<file path="src/rtl/core/lbpc_pkg.sv">
// ----------------------------------------------------------------------------
// lbpc_pkg
// shared types and constants of the led blink pattern controller
// ----------------------------------------------------------------------------
package lbpc_pkg;

    localparam int PIN_W      = 6;
    localparam int FIELD_W    = 16;
    localparam int CNT_W      = 16;
    localparam int FLIP_W     = 17;
    localparam int OUT_SLOT_W = 2;
    localparam int OUT_MASK_W = 3;

    localparam logic [OUT_SLOT_W-1:0] NO_SLOT = 2'd3;

    typedef enum logic [2:0] {
        ST_IDLE,
        ST_TICK,
        ST_SCAN,
        ST_APPLY,
        ST_DONE
    } lbpc_state_t;

    typedef enum logic [1:0] {
        OP_TICK,
        OP_LOAD,
        OP_STOP
    } lbpc_op_t;

    typedef struct packed {
        logic busy;
        logic capture;
        logic tick_wr;
        logic scan;
        logic cmd_wr;
        logic finish;
    } lbpc_ctrl_t;

endpackage

</file>
<file path="src/rtl/core/lbpc_slot_unit.sv">
// ----------------------------------------------------------------------------
// lbpc_slot_unit
// shared per-slot update: tick countdown, blink load or stop for one slot
// ----------------------------------------------------------------------------
module lbpc_slot_unit #(
    parameter int INTERVAL_BITS = 16
) (
    input  lbpc_pkg::lbpc_op_t           op,
    input  logic                         cur_allocated,
    input  logic                         cur_running,
    input  logic                         cur_lit,
    input  logic [lbpc_pkg::PIN_W-1:0]   cur_pin,
    input  logic [INTERVAL_BITS-1:0]     cur_interval,
    input  logic [INTERVAL_BITS-1:0]     cur_pause,
    input  logic [lbpc_pkg::CNT_W-1:0]   cur_count,
    input  logic                         cur_repeat,
    input  logic [lbpc_pkg::FLIP_W-1:0]  cur_flips,
    input  logic [INTERVAL_BITS-1:0]     cur_remaining,
    input  logic [lbpc_pkg::PIN_W-1:0]   cmd_pin,
    input  logic [lbpc_pkg::FIELD_W-1:0] cmd_interval,
    input  logic [lbpc_pkg::FIELD_W-1:0] cmd_pause,
    input  logic [lbpc_pkg::CNT_W-1:0]   cmd_count,
    input  logic                         cmd_repeat,
    output logic                         nxt_allocated,
    output logic                         nxt_running,
    output logic                         nxt_lit,
    output logic [lbpc_pkg::PIN_W-1:0]   nxt_pin,
    output logic [INTERVAL_BITS-1:0]     nxt_interval,
    output logic [INTERVAL_BITS-1:0]     nxt_pause,
    output logic [lbpc_pkg::CNT_W-1:0]   nxt_count,
    output logic                         nxt_repeat,
    output logic [lbpc_pkg::FLIP_W-1:0]  nxt_flips,
    output logic [INTERVAL_BITS-1:0]     nxt_remaining
);
    import lbpc_pkg::*;

    localparam int WB = (INTERVAL_BITS > FIELD_W) ? INTERVAL_BITS : FIELD_W;

    // saturate to the interval width, zero counts as one tick
    function automatic logic [INTERVAL_BITS-1:0] fit(input logic [FIELD_W-1:0] v);
        logic [WB-1:0] w;
        logic [WB-1:0] maxv;
        begin
            w    = WB'(v);
            maxv = WB'({INTERVAL_BITS{1'b1}});
            if (w > maxv)
            begin
                w = maxv;
            end
            if (w == '0)
            begin
                w = WB'(1);
            end
            fit = w[INTERVAL_BITS-1:0];
        end
    endfunction

    logic [INTERVAL_BITS-1:0] rem_dec;
    logic [FLIP_W-1:0]        flips_inc;
    logic [FLIP_W-1:0]        flips_end;
    logic [INTERVAL_BITS-1:0] fit_int;

    assign rem_dec   = (cur_remaining == '0) ? '0 : cur_remaining - INTERVAL_BITS'(1);
    assign flips_inc = cur_flips + FLIP_W'(1);
    assign flips_end = {cur_count, 1'b0};
    assign fit_int   = fit(cmd_interval);

    always_comb
    begin
        nxt_allocated = cur_allocated;
        nxt_running   = cur_running;
        nxt_lit       = cur_lit;
        nxt_pin       = cur_pin;
        nxt_interval  = cur_interval;
        nxt_pause     = cur_pause;
        nxt_count     = cur_count;
        nxt_repeat    = cur_repeat;
        nxt_flips     = cur_flips;
        nxt_remaining = cur_remaining;
        case (op)
            OP_TICK:
            begin
                if (cur_running)
                begin
                    nxt_remaining = rem_dec;
                    if (rem_dec == '0)
                    begin
                        nxt_lit       = ~cur_lit;
                        nxt_remaining = cur_interval;
                        if (cur_count != '0)
                        begin
                            nxt_flips = flips_inc;
                            // burst finished after twice the count of flips
                            if (flips_inc >= flips_end)
                            begin
                                if (cur_repeat)
                                begin
                                    nxt_flips     = '0;
                                    nxt_remaining = cur_pause;
                                end
                                else
                                begin
                                    nxt_lit       = 1'b0;
                                    nxt_running   = 1'b0;
                                    nxt_remaining = rem_dec;
                                end
                            end
                        end
                    end
                end
            end
            OP_LOAD:
            begin
                nxt_allocated = 1'b1;
                nxt_running   = 1'b1;
                nxt_lit       = 1'b0;
                nxt_pin       = cmd_pin;
                nxt_interval  = fit_int;
                nxt_pause     = fit(cmd_pause);
                nxt_count     = cmd_count;
                nxt_repeat    = cmd_repeat;
                nxt_flips     = '0;
                nxt_remaining = fit_int;
            end
            OP_STOP:
            begin
                if (cur_allocated)
                begin
                    nxt_running = 1'b0;
                    nxt_lit     = 1'b0;
                end
            end
            default:
            begin
                nxt_running = cur_running;
            end
        endcase
    end

endmodule

</file>
<file path="src/rtl/core/lbpc_seq.sv">
// ----------------------------------------------------------------------------
// lbpc_seq
// sequencer: walks the slots one per cycle for ticks and command searches
// ----------------------------------------------------------------------------
module lbpc_seq #(
    parameter int SLOT_COUNT = 3,
    parameter int SLOT_W     = 2
) (
    input  logic                 clk,
    input  logic                 rst_n,
    input  logic                 start,
    input  logic                 operation,
    input  logic                 hit,
    output lbpc_pkg::lbpc_ctrl_t ctrl,
    output logic [SLOT_W-1:0]    idx
);
    import lbpc_pkg::*;

    lbpc_state_t       state_reg;
    lbpc_state_t       state_next;
    logic [SLOT_W-1:0] idx_reg;
    logic [SLOT_W-1:0] idx_next;
    logic              last;

    assign last = (idx_reg == SLOT_W'(SLOT_COUNT - 1));
    assign idx  = idx_reg;

    always_ff @(posedge clk or negedge rst_n)
    begin
        if (!rst_n)
        begin
            state_reg <= ST_IDLE;
            idx_reg   <= '0;
        end
        else
        begin
            state_reg <= state_next;
            idx_reg   <= idx_next;
        end
    end

    always_comb
    begin
        state_next = state_reg;
        idx_next   = idx_reg;
        case (state_reg)
            ST_IDLE:
            begin
                idx_next = '0;
                if (start)
                begin
                    state_next = operation ? ST_SCAN : ST_TICK;
                end
            end
            ST_TICK:
            begin
                if (last)
                begin
                    state_next = ST_DONE;
                end
                else
                begin
                    idx_next = idx_reg + SLOT_W'(1);
                end
            end
            ST_SCAN:
            begin
                // first slot holding the pin or never used wins
                if (hit)
                begin
                    state_next = ST_APPLY;
                end
                else if (last)
                begin
                    state_next = ST_DONE;
                end
                else
                begin
                    idx_next = idx_reg + SLOT_W'(1);
                end
            end
            ST_APPLY:
            begin
                state_next = ST_DONE;
            end
            ST_DONE:
            begin
                state_next = ST_IDLE;
            end
            default:
            begin
                state_next = ST_IDLE;
            end
        endcase
    end

    always_comb
    begin
        ctrl = '0;
        case (state_reg)
            ST_IDLE:
            begin
                ctrl.capture = start;
            end
            ST_TICK:
            begin
                ctrl.busy    = 1'b1;
                ctrl.tick_wr = 1'b1;
            end
            ST_SCAN:
            begin
                ctrl.busy = 1'b1;
                ctrl.scan = 1'b1;
            end
            ST_APPLY:
            begin
                ctrl.busy   = 1'b1;
                ctrl.cmd_wr = 1'b1;
            end
            ST_DONE:
            begin
                ctrl.busy   = 1'b1;
                ctrl.finish = 1'b1;
            end
            default:
            begin
                ctrl.busy = 1'b1;
            end
        endcase
    end

endmodule

</file>
<file path="src/rtl/core/led_blink_pattern_controller_unit.sv">
// ----------------------------------------------------------------------------
// led_blink_pattern_controller_unit
// led channel slots driven by millisecond ticks and blink/stop commands
// ----------------------------------------------------------------------------
// tick item: every slot is updated in turn, one slot per cycle, then the result strobe
// command item: search one slot a cycle; a matching slot then gets one update
// a new item is taken only while idle, once the previous item has finished; busy
// is high from the item's first slot step through its result strobe
// done is high for one cycle and cannot be stalled by the receiver
// reset clears all slots to unused, stopped and dark
module led_blink_pattern_controller_unit #(
    parameter int SLOT_COUNT    = 3,
    parameter int INTERVAL_BITS = 16
) (
    input  logic                                 clk,
    input  logic                                 rst_n,
    input  logic                                 start,
    output logic                                 busy,
    input  logic                                 operation,
    input  logic [lbpc_pkg::PIN_W-1:0]           pin,
    input  logic                                 stop_request,
    input  logic [lbpc_pkg::FIELD_W-1:0]         blink_interval,
    input  logic [lbpc_pkg::FIELD_W-1:0]         pause_interval,
    input  logic [lbpc_pkg::CNT_W-1:0]           blink_count,
    input  logic                                 repeat_burst,
    output logic                                 done,
    output logic                                 accepted,
    output logic [lbpc_pkg::OUT_SLOT_W-1:0]      slot_used,
    output logic [lbpc_pkg::OUT_MASK_W-1:0]      led_levels,
    output logic [lbpc_pkg::OUT_MASK_W-1:0]      running_mask
);
    import lbpc_pkg::*;

    localparam int SLOT_W = (SLOT_COUNT > 1) ? $clog2(SLOT_COUNT) : 1;

    lbpc_ctrl_t        ctrl;
    logic [SLOT_W-1:0] idx;
    logic              hit;
    logic              slot_we;
    lbpc_op_t          op;

    // captured item
    logic                 op_reg;
    logic [PIN_W-1:0]     pin_reg;
    logic                 stop_reg;
    logic [FIELD_W-1:0]   bint_reg;
    logic [FIELD_W-1:0]   pint_reg;
    logic [CNT_W-1:0]     bcnt_reg;
    logic                 rep_reg;

    // slot storage
    logic [SLOT_COUNT-1:0]    alloc_reg;
    logic [SLOT_COUNT-1:0]    running_reg;
    logic [SLOT_COUNT-1:0]    lit_reg;
    logic [SLOT_COUNT-1:0]    repeat_reg;
    logic [PIN_W-1:0]         pin_mem_reg      [SLOT_COUNT];
    logic [INTERVAL_BITS-1:0] interval_mem_reg [SLOT_COUNT];
    logic [INTERVAL_BITS-1:0] pause_mem_reg    [SLOT_COUNT];
    logic [CNT_W-1:0]         count_mem_reg    [SLOT_COUNT];
    logic [FLIP_W-1:0]        flips_mem_reg    [SLOT_COUNT];
    logic [INTERVAL_BITS-1:0] remain_mem_reg   [SLOT_COUNT];

    // result
    logic                  acc_reg;
    logic [OUT_SLOT_W-1:0] used_reg;

    // slot unit outputs
    logic                     n_alloc;
    logic                     n_running;
    logic                     n_lit;
    logic [PIN_W-1:0]         n_pin;
    logic [INTERVAL_BITS-1:0] n_interval;
    logic [INTERVAL_BITS-1:0] n_pause;
    logic [CNT_W-1:0]         n_count;
    logic                     n_repeat;
    logic [FLIP_W-1:0]        n_flips;
    logic [INTERVAL_BITS-1:0] n_remain;

    logic [SLOT_W+OUT_SLOT_W-1:0]     idx_ext;
    logic [SLOT_COUNT+OUT_MASK_W-1:0] lit_ext;
    logic [SLOT_COUNT+OUT_MASK_W-1:0] run_ext;

    lbpc_seq #(
        .SLOT_COUNT (SLOT_COUNT),
        .SLOT_W     (SLOT_W)
    ) u_seq (
        .clk       (clk),
        .rst_n     (rst_n),
        .start     (start),
        .operation (operation),
        .hit       (hit),
        .ctrl      (ctrl),
        .idx       (idx)
    );

    assign hit = (pin_mem_reg[idx] == pin_reg) || !alloc_reg[idx];

    always_comb
    begin
        if (!op_reg)
        begin
            op = OP_TICK;
        end
        else if (stop_reg)
        begin
            op = OP_STOP;
        end
        else
        begin
            op = OP_LOAD;
        end
    end

    lbpc_slot_unit #(
        .INTERVAL_BITS (INTERVAL_BITS)
    ) u_slot_unit (
        .op            (op),
        .cur_allocated (alloc_reg[idx]),
        .cur_running   (running_reg[idx]),
        .cur_lit       (lit_reg[idx]),
        .cur_pin       (pin_mem_reg[idx]),
        .cur_interval  (interval_mem_reg[idx]),
        .cur_pause     (pause_mem_reg[idx]),
        .cur_count     (count_mem_reg[idx]),
        .cur_repeat    (repeat_reg[idx]),
        .cur_flips     (flips_mem_reg[idx]),
        .cur_remaining (remain_mem_reg[idx]),
        .cmd_pin       (pin_reg),
        .cmd_interval  (bint_reg),
        .cmd_pause     (pint_reg),
        .cmd_count     (bcnt_reg),
        .cmd_repeat    (rep_reg),
        .nxt_allocated (n_alloc),
        .nxt_running   (n_running),
        .nxt_lit       (n_lit),
        .nxt_pin       (n_pin),
        .nxt_interval  (n_interval),
        .nxt_pause     (n_pause),
        .nxt_count     (n_count),
        .nxt_repeat    (n_repeat),
        .nxt_flips     (n_flips),
        .nxt_remaining (n_remain)
    );

    assign slot_we = ctrl.tick_wr | ctrl.cmd_wr;

    always_ff @(posedge clk)
    begin
        if (ctrl.capture)
        begin
            op_reg   <= operation;
            pin_reg  <= pin;
            stop_reg <= stop_request;
            bint_reg <= blink_interval;
            pint_reg <= pause_interval;
            bcnt_reg <= blink_count;
            rep_reg  <= repeat_burst;
        end
        if (slot_we)
        begin
            pin_mem_reg[idx]      <= n_pin;
            interval_mem_reg[idx] <= n_interval;
            pause_mem_reg[idx]    <= n_pause;
            count_mem_reg[idx]    <= n_count;
            flips_mem_reg[idx]    <= n_flips;
            remain_mem_reg[idx]   <= n_remain;
            repeat_reg[idx]       <= n_repeat;
        end
    end

    assign idx_ext = {{OUT_SLOT_W{1'b0}}, idx};

    always_ff @(posedge clk or negedge rst_n)
    begin
        if (!rst_n)
        begin
            alloc_reg   <= '0;
            running_reg <= '0;
            lit_reg     <= '0;
            acc_reg     <= 1'b0;
            used_reg    <= NO_SLOT;
        end
        else
        begin
            if (slot_we)
            begin
                alloc_reg[idx]   <= n_alloc;
                running_reg[idx] <= n_running;
                lit_reg[idx]     <= n_lit;
            end
            if (ctrl.capture)
            begin
                // ticks are always accepted, commands only once a slot is found
                acc_reg  <= ~operation;
                used_reg <= NO_SLOT;
            end
            else if (ctrl.scan && hit)
            begin
                acc_reg  <= 1'b1;
                used_reg <= idx_ext[OUT_SLOT_W-1:0];
            end
        end
    end

    assign lit_ext = {{OUT_MASK_W{1'b0}}, lit_reg};
    assign run_ext = {{OUT_MASK_W{1'b0}}, running_reg};

    assign busy         = ctrl.busy;
    assign done         = ctrl.finish;
    assign accepted     = acc_reg;
    assign slot_used    = used_reg;
    assign led_levels   = lit_ext[OUT_MASK_W-1:0];
    assign running_mask = run_ext[OUT_MASK_W-1:0];

endmodule

</file>
<file path="config.mk">
export PLATFORM = sky130hd
export DESIGN_NAME = led_blink_pattern_controller_unit
export DESIGN_NICKNAME = d
export VERILOG_FILES = /design/src/rtl/core/lbpc_pkg.sv /design/src/rtl/core/lbpc_slot_unit.sv /design/src/rtl/core/lbpc_seq.sv /design/src/rtl/core/led_blink_pattern_controller_unit.sv
export SDC_FILE = /design/constraint.sdc
export NUM_CORES = 1
export LEC_CHECK = 0
export ABC_AREA = 1
export BUFFER_PORTS_ARGS = -buffer_cell sky130_fd_sc_hd__buf_2
export CAP_MARGIN = 20
export CORE_MARGIN = 2
export CORE_UTILIZATION = 52
export CTS_CLUSTER_SIZE = 20
export DETAILED_ROUTE_END_ITERATION = 12
export PLACE_DENSITY = 0.68
export SYNTH_ARGS = -nofsm -noshare
export SYNTH_HDL_FRONTEND = slang
export SYNTH_SLANG_ARGS = --single-unit
</file>
<file path="constraint.sdc">
create_clock -name clk -period 12.6 [get_ports clk]
set_input_delay 1.89 -clock clk [delete_from_list [all_inputs] [get_ports clk]]
set_output_delay 1.89 -clock clk [all_outputs]
set_load 0.005 [all_outputs]
</file>
==> impl_metrics.yaml <==
grt:
  grt_pass1_vias: 10964
  grt_max_degree: 116
  track_usage: 0.2324
  antenna_found_initial: 0
  gr-total-overflow: 0
  grt_pass1_wl_um: 60130
clocking:
  clkSlewWorstSetupHoldPaths_ns: 0.06
  htree_levels: 2
  cts_setup_buffers: 0
  cts_tree: "done"
  cts_root_buffer: "clkbuf_16"
  holdBufCountCts: 0
  clk_path_buf_depth: 3
  clock-sinks: 338
  insertion_delay_ns: 0.52
  cts_buffers: 34
  ctsResizeCount: 0
layout:
  fillers: 2591
  num-nets-final: 1712
  drive_gt1_frac: 0.1221
  largest_reg_flops: 51
  diodes: 0
  area_growth_pct: 10.36
floorplan:
  die_area_mm2: 0.03245
  pin_count: 71
  die_h_um: 180.1
  initial_core_util: 0.5273
  rows: 64
  core_mm2: 0.03059
  die_w_um: 180.1
setup_path:
  cp_max_fo: 60
  worst-path-buf-inv: 5
  ff2ff_path_depth: 25
  cp_num_cells: 25
  cp_slowest_cell: "dfrtp_1"
  rr_endpoint: "remain_mem_reg[0][2]$_DFFE_PP_"
  slowest_delay_ns: 0.80
  cpMostUsedCell: "nand2_1"
  crit_path_end: "remain_mem_reg[0][2]$_DFFE_PP_"
  cp.arrival_ns: 6.10
  critPathRequiredTime_ns: 12.81
  cp-end-kind: "register"
  critical_path_class: "register to register"
  critPathTopFamily: "simple AND/OR/NAND/NOR gates"
  r2r_setup_slack_ns: 6.71
  r2r_start: "u_seq.idx[1]$_DFFE_PN0P_"
  start_kind: "register"
  crit_path_start: "u_seq.idx[1]$_DFFE_PN0P_"
detailed_routing:
  avgViaCountPerCell: 5.662
  first_pass_iters: 6
  final_antenna_net_count: 0
  drt_iter0_drc: 1122
  totalWireLength_um: 37750
  remaining_drc_errors: 0
  num_vias: 11612
  wl_per_cell_um: 18.40
yosys:
  synth_simple_gate_area_frac: 0.2173
  yosysTopAreaCell: "edfxtp_1"
  synth_area_leaders: "edfxtp_1 (60%), nand2_1 (11%), nand3_1 (4.8%)"
  yosys_register_bits: 338
  synth.cell_area_mm2: 0.01613
  netlist.area_leader.share: 0.5976
  synth_nets: 1664
  ys_seq_area_frac: 0.6241
  synth_flop_cell: "edfxtp_1"
  synth_edf_count: 321
  synth_area_per_cell_um2: 10.20
  synthMuxAreaShare: 0
  synthArstFlopShare: 0.05030
  synth_top_family_by_area: "simple AND/OR/NAND/NOR gates"
  synth.most_common_cell: "nand2_1"
  ys_warn_count: 0
  synth-compound-area-share: 0.08618
  syn_inst: 1582
  yosysUniqueCellTypes: 52
  yosys-top-cells-count: "nand2_1 (462), edfxtp_1 (321), nand3_1 (154)"
  synth_xor_area_frac: 0.009231
  synthAdderAreaFrac: 0.01706
sta:
  slew_headroom: 0.2791
  fin_ws_ns: 6.707
  drv_slew: 0
  tightest_slew_ns: 1.080
  hold_viol: 0
  tns_ns: 0
  fin_crit_ns: 5.893
  fin_skew_ns: 0.01800
  max_freq_mhz: 169.7
  setup_violations: 0
  finalCritPeriodShare: 0.4677
  rsz0062_at_grt: "no"
placement:
  post-place-ws_ns: 6.681
  gp_congestion: 0.9783
  hpwl_um: 24340
  port_buffers: 70
pwr:
  peakVddDrop_mv: 0.1764
  leakagePower_uw: 0.006847
  power.density_mw_per_mm2: 282.5
run:
  maxCapViolations: 0
status:
  status: "finished clean"
hold_path:
  hp-class: "register to register"
==> per-stage QoR <==
stage | cell area (um^2) | util | cells | hold WS [ns] | power [uW]
detailed placement | 16710 | 0.5464 | 1989 | 0.4713 | 4046
global placement | 16710 | 0.5464 | 1989 | 0.4594 | 3992
global route | 17800 | 0.5820 | 2051 | 0.5103 | 5381
finish | 17800 | 0.5820 | 2051 | 0.4823 | 5029
CTS | 17780 | 0.5813 | 2050 | 0.4858 | 5020
floorplan | 16130 | - | 1582 | 0.4437 | 3427
==> logic make-up after synthesis <==
group                      after synthesis
and+or+nand+nor                        787
DFF                                    338
AOI/OAI and AO/OA                      249
buffers and inverters                  169
adders and majority gates               22
xor gates and xnor gates                17
==> cells in the final DEF (no fill, tap or decap), types with 3 or more instances in the layout <==
cell | synthesis | layout
a21oi_1 | 51 | 51
buf_2 | 19 | 70
buf_4 | 8 | 11
clkbuf_1 | 30 | 17
clkbuf_16 | 0 | 35
clkbuf_8 | 0 | 4
clkinv_2 | 0 | 4
dfrtp_1 | 15 | 14
edfxtp_1 | 321 | 321
ha_1 | 22 | 22
inv_1 | 92 | 88
inv_2 | 5 | 6
nand2_1 | 462 | 462
nand2_2 | 15 | 15
nand2_4 | 3 | 3
nand3_1 | 154 | 154
nand3_2 | 8 | 8
nand4_1 | 17 | 17
nor2_1 | 71 | 69
nor2_2 | 8 | 8
nor2_4 | 3 | 5
nor3_1 | 5 | 5
nor3_2 | 3 | 3
nor4_1 | 11 | 11
o211ai_1 | 12 | 12
o211ai_2 | 10 | 10
o21ai_0 | 139 | 139
o21ai_1 | 25 | 24
or2_1 | 10 | 10
or2_2 | 4 | 4
xnor2_1 | 3 | 3
xor2_1 | 14 | 14
==> layer usage <==
layer	GRT usage	wire, um	part of all wire	vias to the layer above
met5	0	0	0	-
met4	0.05968	800	0.021	0
met3	0.02991	2475	0.066	69
met2	0.3641	17130	0.45	420
met1	0.3467	17340	0.46	5518
li1	-	-	-	5605
==> power breakdown <==
part	switching, uW	total, uW	leakage [uW]	internal [uW]
Clock	404	967	0.000516	562
Combinational	1600	2190	0.00317	594
Sequential	111	1870	0.00316	1760
Total	2110	5030	0.00685	2910
==> how the worst min path moves through the flow <==
stage	slack, ns	start	depth (start not counted)	to
2_1_floorplan	0.44	alloc_reg[1]$_DFFE_PN0P_	2	alloc_reg[1]$_DFFE_PN0P_
3_3_place_gp	0.46	alloc_reg[1]$_DFFE_PN0P_	2	alloc_reg[1]$_DFFE_PN0P_
3_5_place_dp	0.47	alloc_reg[1]$_DFFE_PN0P_	2	alloc_reg[1]$_DFFE_PN0P_
4_1_cts	0.49	alloc_reg[1]$_DFFE_PN0P_	2	alloc_reg[1]$_DFFE_PN0P_
5_1_grt	0.51	alloc_reg[1]$_DFFE_PN0P_	2	alloc_reg[1]$_DFFE_PN0P_
6_report	0.48	alloc_reg[1]$_DFFE_PN0P_	2	alloc_reg[1]$_DFFE_PN0P_
==> final cells by class <==
| cell class | instances | area, um^2 | area share |
|---|---|---|---|
| sequential | 338 | 10070 | 0.5656 |
| inverter | 99 | 379.1 | 0.02130 |
| clock inverter | 5 | 72.57 | 0.004076 |
| clock buffer | 56 | 994.7 | 0.05588 |
| multi-input combinational | 1075 | 5339 | 0.2999 |
| timing repair buffer | 82 | 452.9 | 0.02544 |
| tap | 396 | 495.5 | 0.02783 |
==> tightest hold or removal path: cells and delay by family (launching register included) <==
kind,cells,cell delay (ns)
flip-flops,1,0.34
AND/OR/NAND/NOR,2,0.11
Note: power is estimated with default switching activity, not from simulation.
